$ cat src/hw/rtl/ppsa_pkg.sv
package ppsa_pkg;

  localparam int unsigned STACK_DEPTH  = 65536;
  localparam int unsigned UNSAFE_SLOTS = 8;
  localparam int unsigned ADDR_BITS    = 52;
  localparam int unsigned PAGE_SHIFT   = 12;

  localparam int unsigned PN_BITS  = ADDR_BITS - PAGE_SHIFT;
  localparam int unsigned PNX_BITS = PN_BITS + 1;
  localparam int unsigned SP_BITS  = $clog2(STACK_DEPTH);
  localparam int unsigned CNT_BITS = SP_BITS + 1;
  localparam int unsigned US_BITS  = (UNSAFE_SLOTS > 1) ? $clog2(UNSAFE_SLOTS) : 1;
  localparam int unsigned UC_BITS  = $clog2(UNSAFE_SLOTS + 1);

  localparam logic [PNX_BITS-1:0] PAGE_LIMIT = {1'b1, {PN_BITS{1'b0}}};

  localparam logic [1:0] MODE_ADD_UNSAFE = 2'd0;
  localparam logic [1:0] MODE_MAP_ENTRY  = 2'd1;
  localparam logic [1:0] MODE_ALLOC      = 2'd2;
  localparam logic [1:0] MODE_FREE       = 2'd3;

  localparam logic [1:0] STATUS_OK       = 2'd0;
  localparam logic [1:0] STATUS_EMPTY    = 2'd1;
  localparam logic [1:0] STATUS_FULL     = 2'd2;
  localparam logic [1:0] STATUS_UNUSABLE = 2'd3;

  localparam logic [1:0] KIND_RESERVED  = 2'd0;
  localparam logic [1:0] KIND_DEFECTIVE = 2'd1;
  localparam logic [1:0] KIND_HIBERNATE = 2'd2;

  localparam logic [7:0] TYPE_USABLE    = 8'd1;
  localparam logic [7:0] TYPE_HIBERNATE = 8'd4;
  localparam logic [7:0] TYPE_DEFECTIVE = 8'd5;

  typedef enum logic [2:0] {
    ST_IDLE,
    ST_SETUP,
    ST_PROBE,
    ST_DECIDE,
    ST_RESULT
  } state_t;

  typedef struct packed {
    logic               we;
    logic [SP_BITS-1:0] waddr;
    logic [PN_BITS-1:0] wdata;
    logic               re;
    logic [SP_BITS-1:0] raddr;
  } stack_cmd_t;

  typedef struct packed {
    logic                 load;
    logic [ADDR_BITS-1:0] range_start;
    logic [ADDR_BITS-1:0] range_end;
  } unsafe_cmd_t;

endpackage

$ cat src/hw/rtl/ppsa_unsafe_table.sv
module ppsa_unsafe_table import ppsa_pkg::*; (
  input  logic                clk,
  input  logic                rst,
  input  unsafe_cmd_t         cmd,
  input  logic [PN_BITS-1:0]  probe_pn,
  output logic                full,
  output logic [PNX_BITS-1:0] skip
);

  logic [ADDR_BITS-1:0] starts [UNSAFE_SLOTS];
  logic [ADDR_BITS-1:0] ends   [UNSAFE_SLOTS];
  logic [UC_BITS-1:0]   count;
  logic [UNSAFE_SLOTS-1:0] hit;
  logic [PNX_BITS-1:0]  end_pn [UNSAFE_SLOTS];
  logic [ADDR_BITS-1:0] probe_addr;

  assign full       = (count == UC_BITS'(UNSAFE_SLOTS));
  assign probe_addr = {probe_pn, {PAGE_SHIFT{1'b0}}};

  always_ff @(posedge clk) begin
    if (rst) begin
      count <= '0;
    end else if (cmd.load && !full) begin
      count <= count + UC_BITS'(1);
    end
  end

  always_ff @(posedge clk) begin
    if (cmd.load && !full) begin
      starts[count[US_BITS-1:0]] <= cmd.range_start;
      ends[count[US_BITS-1:0]]   <= cmd.range_end;
    end
    for (int k = 0; k < UNSAFE_SLOTS; k++) begin
      hit[k]    <= (UC_BITS'(k) < count) && (probe_addr >= starts[k]) &&
                   (probe_addr < ends[k]);
      end_pn[k] <= {1'b0, ends[k][ADDR_BITS-1:PAGE_SHIFT]} +
                   PNX_BITS'(|ends[k][PAGE_SHIFT-1:0]);
    end
  end

  // furthest end page over the covering ranges
  always_comb begin
    skip = '0;
    for (int k = 0; k < UNSAFE_SLOTS; k++) begin
      if (hit[k] && (end_pn[k] > skip)) begin
        skip = end_pn[k];
      end
    end
  end

endmodule

$ cat config.mk
export PLATFORM = sky130hd
export DESIGN_NAME = ppsa_unsafe_table
export DESIGN_NICKNAME = d
export VERILOG_FILES = /design/src/hw/rtl/ppsa_pkg.sv /design/src/hw/rtl/ppsa_unsafe_table.sv
export SDC_FILE = /design/constraint.sdc
export NUM_CORES = 2
export LEC_CHECK = 0
export ABC_AREA = 1
export BUFFER_PORTS_ARGS = -buffer_cell sky130_fd_sc_hd__buf_2
export CAP_MARGIN = 20
export CORE_MARGIN = 5
export CORE_UTILIZATION = 40
export DETAILED_ROUTE_END_ITERATION = 10
export GPL_ROUTABILITY_DRIVEN = 0
export PLACE_DENSITY = 0.55
export SLEW_MARGIN = 30
export SYNTH_ARGS = -nofsm -noshare
export SYNTH_HDL_FRONTEND = slang
export SYNTH_SLANG_ARGS = --single-unit
export TNS_END_PERCENT = 50
$ cat constraint.sdc
create_clock -name clk -period 22 [get_ports clk]
set_clock_uncertainty 0.15 [all_clocks]
set_input_delay 2.2 -clock clk [delete_from_list [all_inputs] [get_ports clk]]
set_output_delay 2.2 -clock clk [all_outputs]
set_load 0.02 [all_outputs]
==> results.md <==
- Max incr delay on CP: 0.38 ns
- Reg power frac: 45.5%
- Top Ports: 189
- Worst reg-to-reg path cell count: 19
- DP HPWL: 139000 um
- Hold Path Class: flop to flop
- Psw: 1400 uW
- Place WS: -1.26 ns
- H-tree lvl count: 4
- Global route total overflow: 0
- Rel. slew slack: 37.0%
- Largest family of logic cells by synthesized area: adder cells
- Synth Area in Simple Gates: 14.3%
- Final hold vios: 0
- Netlist cell types: 60
- Crit-path most repeated cell: nand2_1
- Post-DR vias/cell: 5.23
- Mux contribution to synthesized area: 0%
- Max Cap Viol: 0
- Nets: 7749
- Tot GR Track Use: 21.2%
- Setup ws final: 1.06 ns
- Die ar.: 168000 um2
- Seq/Total Area, Yosys: 49.8%
- Synthesized netlist net count: 7383
- Area contributors post-synth: edfxtp_1 39%, ha_1 18%, dfxtp_1 11%, nand2_1 6.4%, inv_1 5.1%
- Share of cells above drive strength 1: 8.72%
- Post-synth top area cell: edfxtp_1
- DRC Markers: 0
- Primary FF master, synth: edfxtp_1
- Share of flip-flops with an asynchronous set or reset: 0%
- Yosys top cell area share: 39.2%
- Worst VDD drop: 0.0000603 V
- Num CTS Buffers: 136
- TritonCTS clock tree: built
- Clock power share: 43.2%
- Placed Area: 67700 um2
- Fmax: 47.8 MHz
- Startpoint types: flop
- Largest net degree at the start of global routing: 67
- Vias in the first global route: 46300
- Ys Warns: 0
- CP Depth: 119
- Sw frac: 26.2%
- CTS clock-pin slew for the worst setup and hold paths: 0.06 ns
- Critical setup path kind: flop to output port
- First-pass GRT wire length: 272000 um
- Port Buffers: 188
- CP Capture Type: output port
- Synth Area in XOR/XNOR: 3.57%
- Post-Synth Adder-Cell Area: 18.4%
- Worst EP arrival: 18.59 ns
- Setup TNS: 0 ns
- Total Power: 5360 uW
- Layout Utilization: 46.1%
- Synthesized area: 63800 um2
- Tmin final: 20.94 ns
- Root Driver: clkbuf_16
- Int Pwr: 3960 uW
- Leakage: 0.0325 uW
- Die Width: 409 um
- Core area: 159000 um2
- Crit-path slowest cell: nor4_4
- Compound-gate portion of the synthesized area: 8.32%
- Mapped Cells: 6300
- Synth-to-Final Area Change: 14.6%
- DR pass1 iterations: 5
- Bufs on Longest Clock Path: 3
- Final WL: 181000 um
- Hold path cells: 1
- Die span in y: 409 um
- Initial Util: 40.2%
- Crit path buffers/inverters: 15
- Flip-flop and latch count after synthesis: 1172
- Clock Latency Late Sink: 0.80 ns
- Initial antenna violation count: 19
- Period utilization: 95.2%
- Fin area: 73100 um2
- Critical Path RT: 19.65 ns
- Power Density: 73.3 nW/um2
- Core Rows: 146
- CP top delay family: simple AND/OR/NAND/NOR gates
- Max Slew Vio Count: 0
- Via Count: 46300
- Setup-failing EPs final: 0
- Wire per inst: 20.4 um
- Sink Count: 1172
- Mean Syn Cell Area: 10.1 um2
- Detail Route Antenna Nets: 0
- Post-synth EDFFs: 832
- CP Max Fanout: 41
- Worst-Margin Slew: 0.946 ns
- Combinational Power Share: 11.3%
- Iter 0 DRT Violations: 2831
- Run status: completed
-- what timing repair did --
action,in CTS,in global routing
endpoints found under the hold margin,0,0
pin swaps,6,23
resized for setup,41,75
cloned,10,5
buffers inserted,4,16
setup endpoints to repair,41,41
hold buffers,0,0
-- final cells by class --
cell class	instances	area (um2)
Multi-Input combinational cell	4196	29000
Antenna cell	8	20.0
Timing Repair inverter	1	7.51
Clock inverter	65	861
Timing Repair Buffer	279	1720
Inverter	880	3320
Tap cell	2072	2590
Fill cell	14800	85400
Sequential cell	1172	31800
Clock buffer	186	3800
-- per-stage QoR --
| step | hold slack (ns) | cells |
|---|---|---|
| 2_1_floorplan | 0.301 | 6300 |
| 3_3_place_gp | 0.310 | 8564 |
| 3_5_place_dp | 0.314 | 8564 |
| 4_1_cts | 0.319 | 8829 |
| 5_1_grt | 0.333 | 8852 |
| 6_report | 0.314 | 8859 |
-- sequential cells by signal (all words and copies together), names as in the netlist --
name    count
ends      416
starts    416
end_pn    328
hit         8
count       4
-- path summary, 6_finish.rpt --
check / startpoint / to / slack [ns]
hold reg to reg: ends[5][24]$_DFFE_PP_ / end_pn[5][12]$_DFF_P_ / 0.31
setup reg to reg: ends[7][2]$_DFFE_PP_ / end_pn[7][39]$_DFF_P_ / 16.03
hold / removal: ends[5][24]$_DFFE_PP_ / end_pn[5][12]$_DFF_P_ / 0.31
setup / recovery: end_pn[0][33]$_DFF_P_ / skip[1] / 1.06
-- cell families after synthesis --
group	after synthesis
buffers and inverters	944
AOI/OAI and AO/OA	908
xor gates and xnor gates	260
adders and majority gates	936
and+or+nand+nor	2080
DFF	1172
-- worst register-to-register path: stages, from the launching register on --
cell and delay, ns:
edfxtp_1 0.33, nor4_1 0.06, nand3_1 0.48, ha_1 0.31
nand3_1 0.12, nor2_1 0.20, inv_1 0.08, nor4_1 0.52
nand3_1 0.31, nor4_1 0.56, nand4_1 0.25, nor3_1 0.32
nand3_1 0.32, nor3_1 0.39, nand3_1 0.18, nor3_1 0.45
nand3_1 0.22, nor3_1 0.29, nand3_1 0.13, xor2_1 0.16
-- metal layers --
layer / global-route usage (%) / routed length (um)
met2: 34.9 / 82300
met1: 28.5 / 82400
met5: 0 / 13
met4: 7.27 / 7140
met3: 3.33 / 9230
-- synth_stat cells (8+ instances only) --
| cell | n |
|---|---|
| edfxtp_1 | 832 |
| or4_1 | 8 |
| nand2_1 | 1090 |
| a2111oi_0 | 12 |
| nor2_1 | 268 |
| nor3_1 | 151 |
| a221oi_1 | 10 |
| a31oi_1 | 9 |
| a41oi_1 | 9 |
| xor2_1 | 260 |
| clkbuf_1 | 49 |
| o221ai_1 | 23 |
| o211ai_1 | 18 |
| o21ai_0 | 277 |
| nor4_1 | 119 |
| inv_1 | 870 |
| a21oi_1 | 390 |
| nand4_1 | 134 |
| ha_1 | 936 |
| a211oi_1 | 64 |
| o2111ai_1 | 14 |
| o221a_2 | 12 |
| o21a_1 | 19 |
| nand3_1 | 280 |
| inv_2 | 9 |
| dfxtp_1 | 340 |
| a21o_1 | 12 |
-- layout by cell type, fill, tap and decap left out, types with 241 or more instances in the layout --
master | Yosys | final
nand2_1 | 1090 | 1084
dfxtp_1 | 340 | 340
edfxtp_1 | 832 | 832
xor2_1 | 260 | 260
nor2_1 | 268 | 260
nand3_1 | 280 | 280
inv_1 | 870 | 864
a21oi_1 | 390 | 388
o21ai_0 | 277 | 241
ha_1 | 936 | 936
-- power by group through the flow --
stage	registers (uW)	logic (uW)	clock network (uW)
after floorplan	2480	348	0
after global placement	2480	567	0
after detailed placement	2490	584	0
after CTS	2440	596	2370
after global routing	2440	687	2470
final	2440	606	2310
Note: power is estimated with default switching activity, not from simulation.
